### src/hw/rtl/rcd_pkg.sv
`default_nettype none

package rcd_pkg;

    localparam int unsigned CFG_W   = 32;
    localparam int unsigned COUNT_W = 32;

    localparam logic [7:0] MARK_LITERAL = 8'h00;
    localparam logic [7:0] MARK_RUN     = 8'h01;

    localparam logic [2:0] ST_BUSY         = 3'd0;
    localparam logic [2:0] ST_DONE         = 3'd1;
    localparam logic [2:0] ST_SHORT_HEADER = 3'd2;
    localparam logic [2:0] ST_SHORT_DATA   = 3'd3;
    localparam logic [2:0] ST_OVERFLOW     = 3'd4;
    localparam logic [2:0] ST_BAD_MARKER   = 3'd5;
    localparam logic [2:0] ST_SHORT_OUTPUT = 3'd6;

    typedef struct packed {
        logic [7:0] data_byte;
        logic       last_byte;
    } rcd_in_t;

    typedef struct packed {
        logic               data_valid;
        logic [7:0]         out_byte;
        logic [COUNT_W-1:0] repeat_count;
        logic [2:0]         status;
    } rcd_out_t;

    // handshake between input stage and parse core
    typedef struct packed {
        logic    step;
        rcd_in_t item;
    } rcd_step_t;

endpackage

`default_nettype wire

### src/hw/rtl/rcd_in_stage.sv
`default_nettype none

module rcd_in_stage (
    input  wire logic             aclk,
    input  wire logic             aresetn,
    input  wire logic             s_valid,
    output logic                  s_ready,
    input  wire rcd_pkg::rcd_in_t s_data,
    input  wire logic             out_free,
    output rcd_pkg::rcd_step_t    step_o
);
    import rcd_pkg::*;

    logic    in_valid_reg;
    logic    in_valid_next;
    rcd_in_t in_item_reg;
    logic    advance;

    // held item moves on when the result register can take its outcome
    assign advance       = in_valid_reg && out_free;
    assign s_ready       = !in_valid_reg || advance;
    assign in_valid_next = (s_valid && s_ready) ? 1'b1 : (advance ? 1'b0 : in_valid_reg);

    always_ff @(posedge aclk) begin
        if (!aresetn) begin
            in_valid_reg <= 1'b0;
        end else begin
            in_valid_reg <= in_valid_next;
        end
    end

    always_ff @(posedge aclk) begin
        if (s_valid && s_ready) begin
            in_item_reg <= s_data;
        end
    end

    assign step_o.step = advance;
    assign step_o.item = in_item_reg;

endmodule

`default_nettype wire

### src/hw/rtl/rcd_parse_core.sv
`default_nettype none

module rcd_parse_core #(
    parameter int unsigned POS_W = 32
) (
    input  wire logic                        aclk,
    input  wire logic                        aresetn,
    input  wire rcd_pkg::rcd_step_t          step_i,
    input  wire logic [rcd_pkg::CFG_W-1:0]   expected_out_size,
    output rcd_pkg::rcd_out_t                result_o,
    output logic                             result_present
);
    import rcd_pkg::*;

    localparam int unsigned SUM_W = ((POS_W > COUNT_W) ? POS_W : COUNT_W) + 1;

    typedef enum logic [5:0] {
        PH_MARKER     = 6'b000001,
        PH_HEADER     = 6'b000010,
        PH_HEADER_BAD = 6'b000100,
        PH_VALUE      = 6'b001000,
        PH_LITERAL    = 6'b010000,
        PH_DONE       = 6'b100000
    } phase_t;

    phase_t             phase_reg, phase_next;
    logic [1:0]         hdr_idx_reg, hdr_idx_next;
    logic               is_run_reg, is_run_next;
    logic [COUNT_W-1:0] chunk_count_reg, chunk_count_next;
    logic [COUNT_W-1:0] literal_left_reg, literal_left_next;
    logic [POS_W-1:0]   position_reg, position_next;

    logic [POS_W-1:0]   limit;
    logic [SUM_W-1:0]   limit_ext;
    logic [SUM_W-1:0]   pos_ext;
    logic [COUNT_W-1:0] full_count;
    logic [COUNT_W-1:0] add_operand;
    logic [SUM_W-1:0]   pos_sum;
    logic [SUM_W-1:0]   pos_inc;
    logic [2:0]         status;
    logic               dvalid;
    logic [7:0]         obyte;
    logic [COUNT_W-1:0] rep;

    function automatic logic [2:0] boundary(input logic [SUM_W-1:0] pos,
                                            input logic [SUM_W-1:0] lim);
        if (pos == lim) begin
            return ST_DONE;
        end else if (pos > lim) begin
            return ST_OVERFLOW;
        end else begin
            return ST_BUSY;
        end
    endfunction

    generate
        if (POS_W >= CFG_W) begin : g_lim_wide
            assign limit = POS_W'(expected_out_size);
        end else begin : g_lim_narrow
            assign limit = expected_out_size[POS_W-1:0];
        end
    endgenerate

    assign limit_ext   = SUM_W'(limit);
    assign pos_ext     = SUM_W'(position_reg);
    assign full_count  = {step_i.item.data_byte, chunk_count_reg[23:0]};
    // one adder serves the literal header check and the run value check
    assign add_operand = (phase_reg == PH_VALUE) ? chunk_count_reg : full_count;
    assign pos_sum     = pos_ext + SUM_W'(add_operand);
    assign pos_inc     = pos_ext + SUM_W'(1);

    always_comb begin
        phase_next        = phase_reg;
        hdr_idx_next      = hdr_idx_reg;
        is_run_next       = is_run_reg;
        chunk_count_next  = chunk_count_reg;
        literal_left_next = literal_left_reg;
        position_next     = position_reg;
        status            = ST_BUSY;
        dvalid            = 1'b0;
        obyte             = 8'd0;
        rep               = '0;
        result_present    = 1'b0;

        if (step_i.step && phase_reg != PH_DONE) begin
            case (phase_reg)
                PH_MARKER: begin
                    status = boundary(pos_ext, limit_ext);
                    if (status == ST_BUSY) begin
                        if (step_i.item.data_byte == MARK_RUN) begin
                            phase_next  = PH_HEADER;
                            is_run_next = 1'b1;
                        end else if (step_i.item.data_byte == MARK_LITERAL) begin
                            phase_next  = PH_HEADER;
                            is_run_next = 1'b0;
                        end else begin
                            phase_next  = PH_HEADER_BAD;
                            is_run_next = 1'b0;
                        end
                        hdr_idx_next     = 2'd0;
                        chunk_count_next = '0;
                    end
                end
                PH_HEADER, PH_HEADER_BAD: begin
                    chunk_count_next[8*hdr_idx_reg +: 8] = step_i.item.data_byte;
                    if (hdr_idx_reg != 2'd3) begin
                        hdr_idx_next = hdr_idx_reg + 2'd1;
                    end else begin
                        hdr_idx_next = 2'd0;
                        if (phase_reg == PH_HEADER_BAD) begin
                            status = ST_BAD_MARKER;
                        end else if (is_run_reg) begin
                            phase_next = PH_VALUE;
                        end else if (pos_sum > limit_ext) begin
                            status = ST_OVERFLOW;
                        end else if (full_count == '0) begin
                            phase_next = PH_MARKER;
                            status     = boundary(pos_ext, limit_ext);
                        end else begin
                            literal_left_next = full_count;
                            phase_next        = PH_LITERAL;
                        end
                    end
                end
                PH_VALUE: begin
                    if (pos_sum > limit_ext) begin
                        status = ST_OVERFLOW;
                    end else begin
                        if (chunk_count_reg != '0) begin
                            dvalid = 1'b1;
                            obyte  = step_i.item.data_byte;
                            rep    = chunk_count_reg;
                        end
                        // sum stays within limit, so it fits the position width
                        position_next = pos_sum[POS_W-1:0];
                        phase_next    = PH_MARKER;
                        status        = boundary(pos_sum, limit_ext);
                    end
                end
                PH_LITERAL: begin
                    dvalid        = 1'b1;
                    obyte         = step_i.item.data_byte;
                    rep           = COUNT_W'(1);
                    position_next = pos_inc[POS_W-1:0];
                    if (literal_left_reg != '0) begin
                        literal_left_next = literal_left_reg - COUNT_W'(1);
                    end
                    if (literal_left_reg <= COUNT_W'(1)) begin
                        phase_next = PH_MARKER;
                        status     = boundary(pos_inc, limit_ext);
                    end
                end
                default: begin
                end
            endcase

            if (status == ST_BUSY && step_i.item.last_byte) begin
                if (phase_next == PH_HEADER || phase_next == PH_HEADER_BAD) begin
                    status = ST_SHORT_HEADER;
                end else if (phase_next == PH_VALUE || phase_next == PH_LITERAL) begin
                    status = ST_SHORT_DATA;
                end else begin
                    status = ST_SHORT_OUTPUT;
                end
            end
            if (status != ST_BUSY) begin
                phase_next = PH_DONE;
            end
            result_present = dvalid || (status != ST_BUSY);
        end
    end

    always_ff @(posedge aclk) begin
        if (!aresetn) begin
            phase_reg        <= PH_MARKER;
            hdr_idx_reg      <= 2'd0;
            is_run_reg       <= 1'b0;
            chunk_count_reg  <= '0;
            literal_left_reg <= '0;
            position_reg     <= '0;
        end else begin
            phase_reg        <= phase_next;
            hdr_idx_reg      <= hdr_idx_next;
            is_run_reg       <= is_run_next;
            chunk_count_reg  <= chunk_count_next;
            literal_left_reg <= literal_left_next;
            position_reg     <= position_next;
        end
    end

    assign result_o.data_valid   = dvalid;
    assign result_o.out_byte     = obyte;
    assign result_o.repeat_count = rep;
    assign result_o.status       = status;

endmodule

`default_nettype wire

### src/hw/rtl/rle_chunk_decoder.sv
`default_nettype none

// channel   direction  handshake          payload
// s_        in         s_valid / s_ready  rcd_in_t  (data_byte, last_byte)
// m_        out        m_valid / m_ready  rcd_out_t (data_valid, out_byte, repeat_count, status)
// cfg_      in         cfg_valid / cfg_ready  expected_out_size (32 bits)
//
// one compressed byte per cycle while the output register drains; an accepted item is
// decoded while it sits in the input register, and its result enters the output register
// at the edge that moves the item on; the rate is otherwise set by the parse state loop
// reset returns the parse state to the marker phase and clears the output position and the size register to zero
// a full output register that is not drained holds the input register, even for an
// item with no result, and s_ready drops once that register is full

module rle_chunk_decoder #(
    parameter int unsigned POSITION_WIDTH = 32
) (
    input  wire logic                       aclk,
    input  wire logic                       aresetn,
    // compressed byte items
    input  wire logic                       s_valid,
    output logic                            s_ready,
    input  wire rcd_pkg::rcd_in_t           s_data,
    // decoded result items
    output logic                            m_valid,
    input  wire logic                       m_ready,
    output rcd_pkg::rcd_out_t               m_data,
    // expected output size register
    input  wire logic                       cfg_valid,
    output logic                            cfg_ready,
    input  wire logic [rcd_pkg::CFG_W-1:0]  cfg_data
);
    import rcd_pkg::*;

    logic [CFG_W-1:0] expected_out_size_reg;
    logic             m_valid_reg, m_valid_next;
    rcd_out_t         m_data_reg;
    rcd_step_t        step;
    rcd_out_t         result;
    logic             result_present;
    logic             out_free;

    // size register takes a write in any cycle
    assign cfg_ready = 1'b1;

    always_ff @(posedge aclk) begin
        if (!aresetn) begin
            expected_out_size_reg <= '0;
        end else if (cfg_valid && cfg_ready) begin
            expected_out_size_reg <= cfg_data;
        end
    end

    // output register is free when empty or being drained this cycle
    assign out_free = !m_valid_reg || m_ready;

    rcd_in_stage u_in_stage (
        .aclk     (aclk),
        .aresetn  (aresetn),
        .s_valid  (s_valid),
        .s_ready  (s_ready),
        .s_data   (s_data),
        .out_free (out_free),
        .step_o   (step)
    );

    rcd_parse_core #(
        .POS_W (POSITION_WIDTH)
    ) u_parse_core (
        .aclk              (aclk),
        .aresetn           (aresetn),
        .step_i            (step),
        .expected_out_size (expected_out_size_reg),
        .result_o          (result),
        .result_present    (result_present)
    );

    // a stepped item loads its result, or empties the register when it has none
    assign m_valid_next = step.step ? result_present : (m_ready ? 1'b0 : m_valid_reg);

    always_ff @(posedge aclk) begin
        if (!aresetn) begin
            m_valid_reg <= 1'b0;
        end else begin
            m_valid_reg <= m_valid_next;
        end
    end

    always_ff @(posedge aclk) begin
        if (step.step && result_present) begin
            m_data_reg <= result;
        end
    end

    assign m_valid = m_valid_reg;
    assign m_data  = m_data_reg;

endmodule

`default_nettype wire

### config.mk
export PLATFORM = sky130hd
export DESIGN_NAME = rle_chunk_decoder
export DESIGN_NICKNAME = d
export VERILOG_FILES = /design/src/hw/rtl/rcd_pkg.sv /design/src/hw/rtl/rcd_in_stage.sv /design/src/hw/rtl/rcd_parse_core.sv /design/src/hw/rtl/rle_chunk_decoder.sv
export SDC_FILE = /design/constraint.sdc
export NUM_CORES = 1
export LEC_CHECK = 0
export ABC_CLOCK_PERIOD_IN_PS = 9600
export BUFFER_PORTS_ARGS = -buffer_cell sky130_fd_sc_hd__buf_2
export CORE_UTILIZATION = 35
export DETAILED_ROUTE_END_ITERATION = 10
export GPL_ROUTABILITY_DRIVEN = 0
export PLACE_DENSITY_LB_ADDON = 0.3
export SETUP_SLACK_MARGIN = 0.5
export SLEW_MARGIN = 15
export SYNTH_ARGS = -nofsm -noshare
export SYNTH_HDL_FRONTEND = slang
export SYNTH_SLANG_ARGS = --single-unit
### constraint.sdc
create_clock -name aclk -period 9.6 [get_ports aclk]
set_input_delay 1.92 -clock aclk [delete_from_list [all_inputs] [get_ports aclk]]
set_output_delay 1.92 -clock aclk [all_outputs]
set_load 0.01 [all_outputs]
==> reports/summary.txt, run 1 <==
Status: finished, final reports clean
DR WL/cell: 18.6 µm
Vias in the first global route: 11700
Post-Syn Nets: 1798
Slew @ Worst Pin: 1.05 ns
Reg2reg setup slack: 2.72 ns
Total iterations of the first detailed-routing run: 8
Port bufs: 91
Top_reg_cell synth: dfxtp_1
Clock power share: 0.416
Initial antenna violation count: 1
Die area: 0.0385 mm²
Routed wl met3: 2420 µm
Largest net degree at the start of global routing: 87
Wl on met1: 18100 µm
Syn Inst Count: 1612
Final Critical Period: 6.88 ns
GRT Overall Usage: 0.214
P&R area growth vs syn: 11.4%
Cts repair resizes: 0
Clock Tree Root: clkbuf_16
Boundary Pins: 93
Flop pwr share: 0.495
Critical Path Source Type: flop
Vias: 12200
Crit. End Element: flop
Post-synthesis sequential area ratio: 0.332
Max FFs per register: 44
Core area: 0.0369 mm²
Clock Skews: 0.0186 ns
Layout Nets: 1844
Vias per cell: 5.63
Synthesized area per cell: 8.18 µm²
CP max FO: 23
CTS buffer count: 17
Share of post-route cells with drive strength above 1: 0.0940
WP data required: 9.73 ns
Final core utilization: 0.398
Hold Path End: u_parse_core.literal_left_reg[30]
Unrepaired setup endpoints after global routing: no
Worst slew margin: 0.300
Crit Path Category: flop to flop
Clk_lat worst skew: 0.47 ns
Period utilisation layout: 0.717
Hold Vio Cnt, Final: 0
Worst hold stages: 2
Die Ht: 196 µm
FF+latch count, synth: 192
Pwr Density: 118 mW/mm²
Site row count: 70
Setup TNS: 0 ns
Final Max Slew Viols: 0
Post-synth EDFFs: 53
Post-route ant nets: 0
VDD IR max: 0.000106 V
P_sw: 0.491 mW
H-tree levels: 4
Gate power share: 0.089
Clk slew on worst S/H paths: 0.07 ns
End of the worst register-to-register path: m_data[7]
Commonest non-fill, non-tap cell in the layout: nand2_1
Syn Std Cell Area: 0.0132 mm²
First-pass GRT wire length: 64300 µm
Diodes inserted: 0
Crit path DAT: 7.01 ns
CTS max path bufs: 2
Dpl hpwl: 29600 µm
Initial DRC Count: 862
Power Internal: 1.25 mW
Most frequent cells in the layout: nand2_1 (198), nor2_1 (153), ha_1 (139), dfxtp_1 (139), a21oi_1 (128)
Hold path startpoint: u_parse_core.literal_left_reg[30]
Hold_buf cts: 0
Total chip power: 1.74 mW
R2R Path Start: u_parse_core.phase_reg[4]
Fmax: 145 MHz
Aggregate global routing overflow: 0
Switching share of power: 0.282
CTS tree: yes
R2R depth: 23
Hold Crit Class: flop to flop
Synthesis Warnings: 0
Initial Util: 0.358
Max Cap Viol: 0
Highest metal used: met5
Dpl cells: 2143
Met2 Wirelength: 18700 µm
Setup-failing EPs final: 0
Pleak: 6.15 nW
Post-route DRC: 0
Clock Sink Count: 192
Drt total wl: 40400 µm
Chip width: 196 µm
Post-route insts no fill: 2175
Postcts setup bufs: 0
Ys async rst share: 0
Synth cell types: 70
[final cells by class]
type | instances | area [µm²]
tap | 504 | 631
clock inverter | 14 | 150
sequential | 192 | 4370
multi-input combinational | 1275 | 8300
inverter | 70 | 263
clock buffer | 18 | 429
timing repair buffer | 102 | 538
fill | 3754 | 22200
[through the flow]
step	instance area, µm²	setup WS [ns]	hold WS, ns
2_1_floorplan	13200	2.45	0.438
5_1_grt	14700	2.01	0.483
6_report	14700	2.72	0.476
3_5_place_dp	14100	2.81	0.463
3_3_place_gp	14100	2.98	0.457
4_1_cts	14700	2.77	0.475
[cell families (layout without fill, tap and decap cells)]
logic type               after synthesis  count (layout)  share of synthesized area
AO/OA/AOI/OAI                        419             419                      0.202
XOR/XNOR                              61              61                     0.0405
adder cells (fa/ha/maj)              140             140                      0.133
buffers and inverters                145             204                     0.0425
flip-flops                           192             192                      0.332
multiplexers                          38              38                     0.0288
other                                  1               1                   0.000284
AND/OR/NAND/NOR                      616             616                      0.220
[power groups by stage]
stage                     Sequential, mW  Clock [mW]  Combinational [mW]
final                              0.860       0.722               0.155
after global routing               0.861       0.771               0.173
after CTS                          0.860       0.736               0.155
after detailed placement           0.879           0               0.154
after global placement             0.878           0               0.152
after floorplan                    0.871           0               0.104
[worst max-delay path, cell delays in order, from the launching register on]
cell and delay [ns]:
dfxtp_1 0.50, nor2_1 0.07, nand4b_1 0.50, clkinv_1 0.46, nand2_1 0.16, nand2_1 0.10
ha_1 0.32, a21o_1 0.18, a21o_1 0.17, a21o_1 0.17, nor3_1 0.39, xnor2_1 0.21
ha_1 0.28, a21oi_1 0.15, o221a_2 0.19, o21ai_0 0.13, a2111oi_0 0.34, o21ai_0 0.15
o21a_1 0.19, a21o_1 0.28, nor2_1 0.32, a21oi_1 0.23, a21oi_4 0.60, buf_4 0.45
[synthesized netlist by cell type (all sizes together) (26+ instances only)]
cell / instances / area (µm²)
o21ai: 85 / 429
edfxtp: 53 / 1590
ha: 139 / 1740
a21o: 26 / 195
dfxtp: 139 / 2780
mux2i: 38 / 380
xnor2: 41 / 359
nor2: 153 / 574
a21oi: 129 / 646
clkbuf: 63 / 238
nand4: 34 / 213
nor3: 32 / 160
nand3: 64 / 320
and2: 45 / 282
inv: 69 / 259
nand2: 199 / 749
[how the worst max path moves through the flow]
| stage | cells after the start | endpoint | from | slack, ns |
|---|---|---|---|---|
| floorplan | 24 | m_data[0] | u_parse_core.phase_reg[4] | 2.45 |
| global placement | 23 | m_data[5] | u_parse_core.phase_reg[4] | 2.98 |
| detailed placement | 23 | m_data[20] | u_parse_core.phase_reg[1] | 2.81 |
| CTS | 23 | m_data[7] | u_parse_core.phase_reg[4] | 2.77 |
| global route | 25 | m_data[5] | u_parse_core.phase_reg[4] | 2.01 |
| finish | 23 | m_data[7] | u_parse_core.phase_reg[4] | 2.72 |
[per-layer routing]
metal / global-route usage / up-vias
met2: 0.348 / 368
met3: 0.0361 / 90
li1: - / 5978
met1: 0.280 / 5811
met4: 0.0865 / 2
met5: 0 / -
Power figures use the tool's default switching activity.
==> run 2: changes to the inputs <==
ABC_CLOCK_PERIOD_IN_PS = 6450   (was 9600)
clock period = 6.45 ns   (was 9.6 ns; I/O delays follow)
==> reports/summary.txt, run 2 (synthesis gave the netlist of run 1 again) <==
Crit path DAT: 5.76 ns (was 7.01 ns)
Crit Path Category: flop to flop (unchanged)
Drt total wl: 40700 µm (was 40400 µm)
DR WL/cell: 18.5 µm (was 18.6 µm)
Commonest non-fill, non-tap cell in the layout: nand2_1 (unchanged)
Worst slew margin: 0.322 (was 0.300)
Period utilisation layout: 0.863 (was 0.717)
Initial Util: 0.358 (unchanged)
Unrepaired setup endpoints after global routing: no (unchanged)
Dpl cells: 2162 (was 2143)
Max Cap Viol: 0 (unchanged)
Critical Path Source Type: flop (unchanged)
Share of post-route cells with drive strength above 1: 0.116 (was 0.0940)
Clk slew on worst S/H paths: 0.08 ns (was 0.07 ns)
Hold Crit Class: flop to flop (unchanged)
CTS tree: yes (unchanged)
H-tree levels: 4 (unchanged)
Dpl hpwl: 29900 µm (was 29600 µm)
Slew @ Worst Pin: 1.01 ns (was 1.05 ns)
Die Ht: 196 µm (unchanged)
Post-route insts no fill: 2200 (was 2175)
Worst Setup SP: u_parse_core.chunk_count_reg[0] (was u_parse_core.phase_reg[4])
Most frequent cells in the layout: nand2_1 (198), nor2_1 (151), ha_1 (139) (was nand2_1 (198), nor2_1 (153), ha_1 (139), dfxtp_1 (139), a21oi_1 (128))
Final Max Slew Viols: 0 (unchanged)
Pwr Density: 176 mW/mm² (was 118 mW/mm²)
Fmax: 180 MHz (was 145 MHz)
Vias: 12300 (was 12200)
Diodes inserted: 0 (unchanged)
Initial antenna violation count: 2 (was 1)
Initial DRC Count: 1184 (was 862)
Hold path startpoint: u_parse_core.literal_left_reg[20] (was u_parse_core.literal_left_reg[30])
VDD IR max: 0.000169 V (was 0.000106 V)
Setup TNS: 0 ns (unchanged)
First-pass GRT wire length: 63100 µm (was 64300 µm)
Final Critical Period: 5.57 ns (was 6.88 ns)
Layout Nets: 1869 (was 1844)
CTS buffer count: 17 (unchanged)
Max FFs per register: 44 (unchanged)
CP max FO: 13 (was 23)
CTS max path bufs: 2 (unchanged)
Port bufs: 91 (unchanged)
Fillers: 3718 (was 3754)
Chip width: 196 µm (unchanged)
Site row count: 70 (unchanged)
Largest net degree at the start of global routing: 88 (was 87)
P&R area growth vs syn: 13.7% (was 11.4%)
WP data required: 6.65 ns (was 9.73 ns)
Vias per cell: 5.60 (was 5.63)
Vias in the first global route: 11500 (was 11700)
R2R Path Start: u_parse_core.chunk_count_reg[0] (was u_parse_core.phase_reg[4])
Clock Sink Count: 192 (unchanged)
Clk_lat worst skew: 0.47 ns (about the same)
Aggregate global routing overflow: 0 (unchanged)
Crit. End Element: flop (unchanged)
Core area: 0.0369 mm² (unchanged)
Total iterations of the first detailed-routing run: 5 (was 8)
Pleak: 6.33 nW (was 6.15 nW)
Boundary Pins: 93 (unchanged)
Clock Tree Root: clkbuf_16 (unchanged)
GRT Overall Usage: 0.210 (was 0.214)
Setup-failing EPs final: 0 (unchanged)
Hold Vio Cnt, Final: 0 (unchanged)
Die area: 0.0385 mm² (unchanged)
Clock Skews: 0.0173 ns (was 0.0186 ns)
Post-route DRC: 0 (unchanged)
Post-route ant nets: 0 (unchanged)
Status: finished, final reports clean (unchanged)
==> run 2: cell types whose count changed in the layout (fill, tap and decap cells not counted), moves of 2 or more <==
cell	before	now
clkinv_4	3	1
clkinv_8	3	5
nor2_2	0	2
nor2_1	153	151
buf_4	11	33
o21ai_0	77	75
dfxtp_1	139	137
buf_12	0	2
dfxtp_2	0	2
==> run 2: critical path, cell delays in order (launching register included) <==
cell,delay [ns]
dfxtp_1,0.42
ha_1,0.29
fa_1,0.44
a211oi_1,0.24
o21bai_1,0.16
o21ai_2,0.27
nand2_1,0.12
a22o_1,0.27
a31oi_1,0.21
xnor2_1,0.18
ha_1,0.29
a21oi_1,0.16
o221a_2,0.19
o21ai_0,0.15
a2111oi_2,0.25
o21ai_0,0.17
o21a_1,0.19
a21o_1,0.28
a211oi_2,0.31
nand2_2,0.15
nor2_2,0.21
a21oi_4,0.09
buf_4,0.23
==> run 2: through the flow <==
stage          hold slack [ns]  setup WS, ns  total power [mW]   util  area, µm²
6_report                 0.471         0.884              2.63  0.407      15000
5_1_grt                  0.503         0.545              2.72  0.407      15000
4_1_cts                  0.477         0.584              2.65  0.404      14900
3_5_place_dp             0.467         0.424              1.54  0.387      14300
3_3_place_gp             0.457         0.713              1.54  0.387      14300
2_1_floorplan            0.438         0.681              1.45      -      13200
==> run 2: routing by layer <==
layer	wire [µm]	vias up	GRT usage
met1	18100	5813	0.273
li1	-	6024	-
met2	19200	412	0.353
met5	0	-	0
met4	1080	0	0.0752
met3	2310	62	0.0313
==> run 2: area by class of cell <==
| cell class | instances | area (µm²) | area share |
|---|---|---|---|
| well taps | 504 | 631 | 0.0421 |
| multi-input cells | 1275 | 8350 | 0.557 |
| inverters | 70 | 263 | 0.0175 |
| clock inverters | 14 | 180 | 0.0120 |
| repair buffers | 127 | 758 | 0.0506 |
| flip-flops and latches | 192 | 4380 | 0.292 |
| clock buffers | 18 | 439 | 0.0293 |
==> run 2: what timing repair did <==
item                                    in CTS  in global routing
endpoints found under the setup margin      45                155
buffers inserted                             0                  6
pin swaps                                    0                  5
resized for setup                            3                 16
hold buffers                                 0                  0
==> run 2: path summary, 6_finish.rpt <==
| path | end | slack (ns) | cells past startpoint |
|---|---|---|---|
| max | m_data[15] | 0.88 | 22 |
| min | u_parse_core.literal_left_reg[20] | 0.47 | 2 |
| max reg2reg | m_data[15] | 0.88 | 22 |
| min reg2reg | u_parse_core.literal_left_reg[20] | 0.47 | 2 |
==> run 2: power breakdown <==
part | switching, mW | total (mW) | internal, mW
Combinational | 0.160 | 0.245 | 0.0853
Clock | 0.575 | 1.12 | 0.542
Sequential | 0.0148 | 1.27 | 1.26
==> run 3: changes to the inputs <==
ABC_CLOCK_PERIOD_IN_PS = default   (was 6450)
CORE_UTILIZATION = 60   (was 35)
==> reports/summary.txt, run 3 (synthesis gave the netlist of run 1 again) <==
Dpl hpwl: 26700 µm (was 29900 µm)
Port bufs: 91 (unchanged)
Vias: 12800 (was 12300)
Clock Sink Count: 192 (unchanged)
Diodes inserted: 0 (unchanged)
Pleak: 6.28 nW (was 6.33 nW)
Clock Tree Root: clkbuf_16 (unchanged)
Largest net degree at the start of global routing: 103 (was 88)
Clock Skews: 0.0156 ns (was 0.0173 ns)
CTS buffer count: 17 (unchanged)
Slew @ Worst Pin: 1.35 ns (was 1.01 ns)
Critical Path Source Type: flop (unchanged)
Crit path DAT: 6.06 ns (was 5.76 ns)
Setup crit end: u_parse_core.literal_left_reg[5] (was m_data[15])
Final worst slack: 0.735 ns (was 0.884 ns)
Finished layout cell area: 0.0146 mm² (was 0.0150 mm²)
Post-route insts no fill: 1959 (was 2200)
Final Critical Period: 5.71 ns (was 5.57 ns)
Aggregate global routing overflow: 0 (unchanged)
Final Max Slew Viols: 0 (unchanged)
Fmax: 175 MHz (was 180 MHz)
First-pass GRT wire length: 60000 µm (was 63100 µm)
H-tree levels: 4 (unchanged)
End of the worst register-to-register path: u_parse_core.literal_left_reg[5] (was m_data[15])
Status: finished, final reports clean (unchanged)
Site row count: 53 (was 70)
Layout Nets: 1857 (was 1869)
Reg2reg setup slack: 0.74 ns (was 0.88 ns)
Initial antenna violation count: 0 (was 2)
WHS: 0.475 ns (was 0.471 ns)
Hold Crit Class: flop to flop (unchanged)
P&R area growth vs syn: 11.1% (was 13.7%)
Commonest non-fill, non-tap cell in the layout: nand2_1 (unchanged)
Die area: 0.0226 mm² (was 0.0385 mm²)
Die Ht: 150 µm (was 196 µm)
Clk slew on worst S/H paths: 0.09 ns (was 0.08 ns)
CTS max path bufs: 2 (unchanged)
Vias per cell: 6.55 (was 5.60)
Placed inst area: 0.0139 mm² (was 0.0143 mm²)
Setup-failing EPs final: 0 (unchanged)
Setup TNS: 0 ns (unchanged)
GRT Overall Usage: 0.340 (was 0.210)
Total chip power: 2.66 mW (was 2.63 mW)
Worst slew margin: 0.0974 (was 0.322)
Worst slack at placement: 0.564 ns (was 0.424 ns)
Max FFs per register: 44 (unchanged)
Post-route ant nets: 0 (unchanged)
VDD IR max: 0.000147 V (was 0.000169 V)
DR WL/cell: 19.7 µm (was 18.5 µm)
R2R Path Start: u_parse_core.chunk_count_reg[0] (unchanged)
Hold Vio Cnt, Final: 0 (unchanged)
Vias in the first global route: 11900 (was 11500)
Final core utilization: 0.688 (was 0.407)
Post-route DRC: 0 (unchanged)
Core area: 0.0213 mm² (was 0.0369 mm²)
Most frequent cells in the layout: nand2_1 (198), nor2_1 (151), ha_1 (139) (unchanged)
Max Cap Viol: 0 (unchanged)
CP max FO: 10 (was 13)
Period utilisation layout: 0.886 (was 0.863)
Initial Util: 0.619 (was 0.358)
Share of post-route cells with drive strength above 1: 0.109 (was 0.116)
Chip width: 150 µm (was 196 µm)
Pwr Density: 182 mW/mm² (was 176 mW/mm²)
CTS tree: yes (unchanged)
Boundary Pins: 93 (unchanged)
Total iterations of the first detailed-routing run: 7 (was 5)
Unrepaired setup endpoints after global routing: no (unchanged)
WP data required: 6.80 ns (was 6.65 ns)
Drt total wl: 38600 µm (was 40700 µm)
R2R depth: 22 (unchanged)
Crit Path Category: flop to flop (unchanged)
Crit. End Element: flop (unchanged)
Dpl cells: 1921 (was 2162)
Initial DRC Count: 1456 (was 1184)
Clk_lat worst skew: 0.46 ns (was 0.47 ns)
Worst Setup SP: u_parse_core.chunk_count_reg[0] (unchanged)
[run 3: cell types whose count changed in the layout (fill, tap and decap cells not counted), moves of 2 or more]
cell / previous run / this run
buf_4: 33 / 20
nor2_2: 2 / 0
inv_8: 5 / 3
nor2_4: 0 / 2
[run 3: cell type report]
cell class              instances  area, µm²
multi-input cells            1276       8350
clock inverters                15        213
clock buffers                  17        425
inverters                      70        267
fillers                      1708       6640
well taps                     275        344
flip-flops and latches        192       4380
repair buffers                114        671
[run 3: report_power, final]
part,switching (mW),internal (mW),total [mW]
Combinational,0.158,0.0844,0.242
Clock,0.577,0.570,1.15
Sequential,0.0178,1.26,1.27
[run 3: worst max-delay path: stages, from the launching register on]
cell and delay [ns]:
dfxtp_1 0.44, ha_1 0.30, fa_1 0.43, a211oi_1 0.24, o21bai_1 0.19, o21ai_2 0.26
nand2_1 0.13, a22o_1 0.25, a31oi_1 0.20, xnor2_1 0.17, ha_1 0.29, a21oi_1 0.16
o221a_2 0.19, o21ai_0 0.15, a2111oi_0 0.40, o21ai_0 0.16, o21a_1 0.19, a21oi_1 0.20
and2_2 0.28, o2111ai_4 0.27, buf_4 0.29, clkbuf_16 0.16, o221a_2 0.27
[run 3: worst min path at each step]
stage / start / to / slack [ns] / cells past startpoint
2_1_floorplan: u_parse_core.literal_left_reg[30] / u_parse_core.literal_left_reg[30] / 0.44 / 2
3_3_place_gp: u_parse_core.literal_left_reg[20] / u_parse_core.literal_left_reg[20] / 0.45 / 2
3_5_place_dp: u_parse_core.literal_left_reg[20] / u_parse_core.literal_left_reg[20] / 0.46 / 2
4_1_cts: u_parse_core.literal_left_reg[20] / u_parse_core.literal_left_reg[20] / 0.47 / 2
5_1_grt: u_parse_core.literal_left_reg[26] / u_parse_core.literal_left_reg[26] / 0.51 / 2
6_report: u_parse_core.literal_left_reg[20] / u_parse_core.literal_left_reg[20] / 0.47 / 2
[run 3: layer usage]
layer,up-vias,share of wire,global-route usage
li1,5990,-,-
met1,5965,0.39,0.420
met2,720,0.47,0.562
met3,166,0.093,0.0618
met4,0,0.048,0.181
met5,-,0,0
[run 3: what timing repair did]
| action | CTS | global route |
|---|---|---|
| hold endpoints to repair | 0 | 0 |
| endpoints found under the setup margin | 0 | 151 |
| gates resized for setup | 0 | 20 |
| hold buffers | 0 | 0 |
| buffers inserted | 0 | 4 |
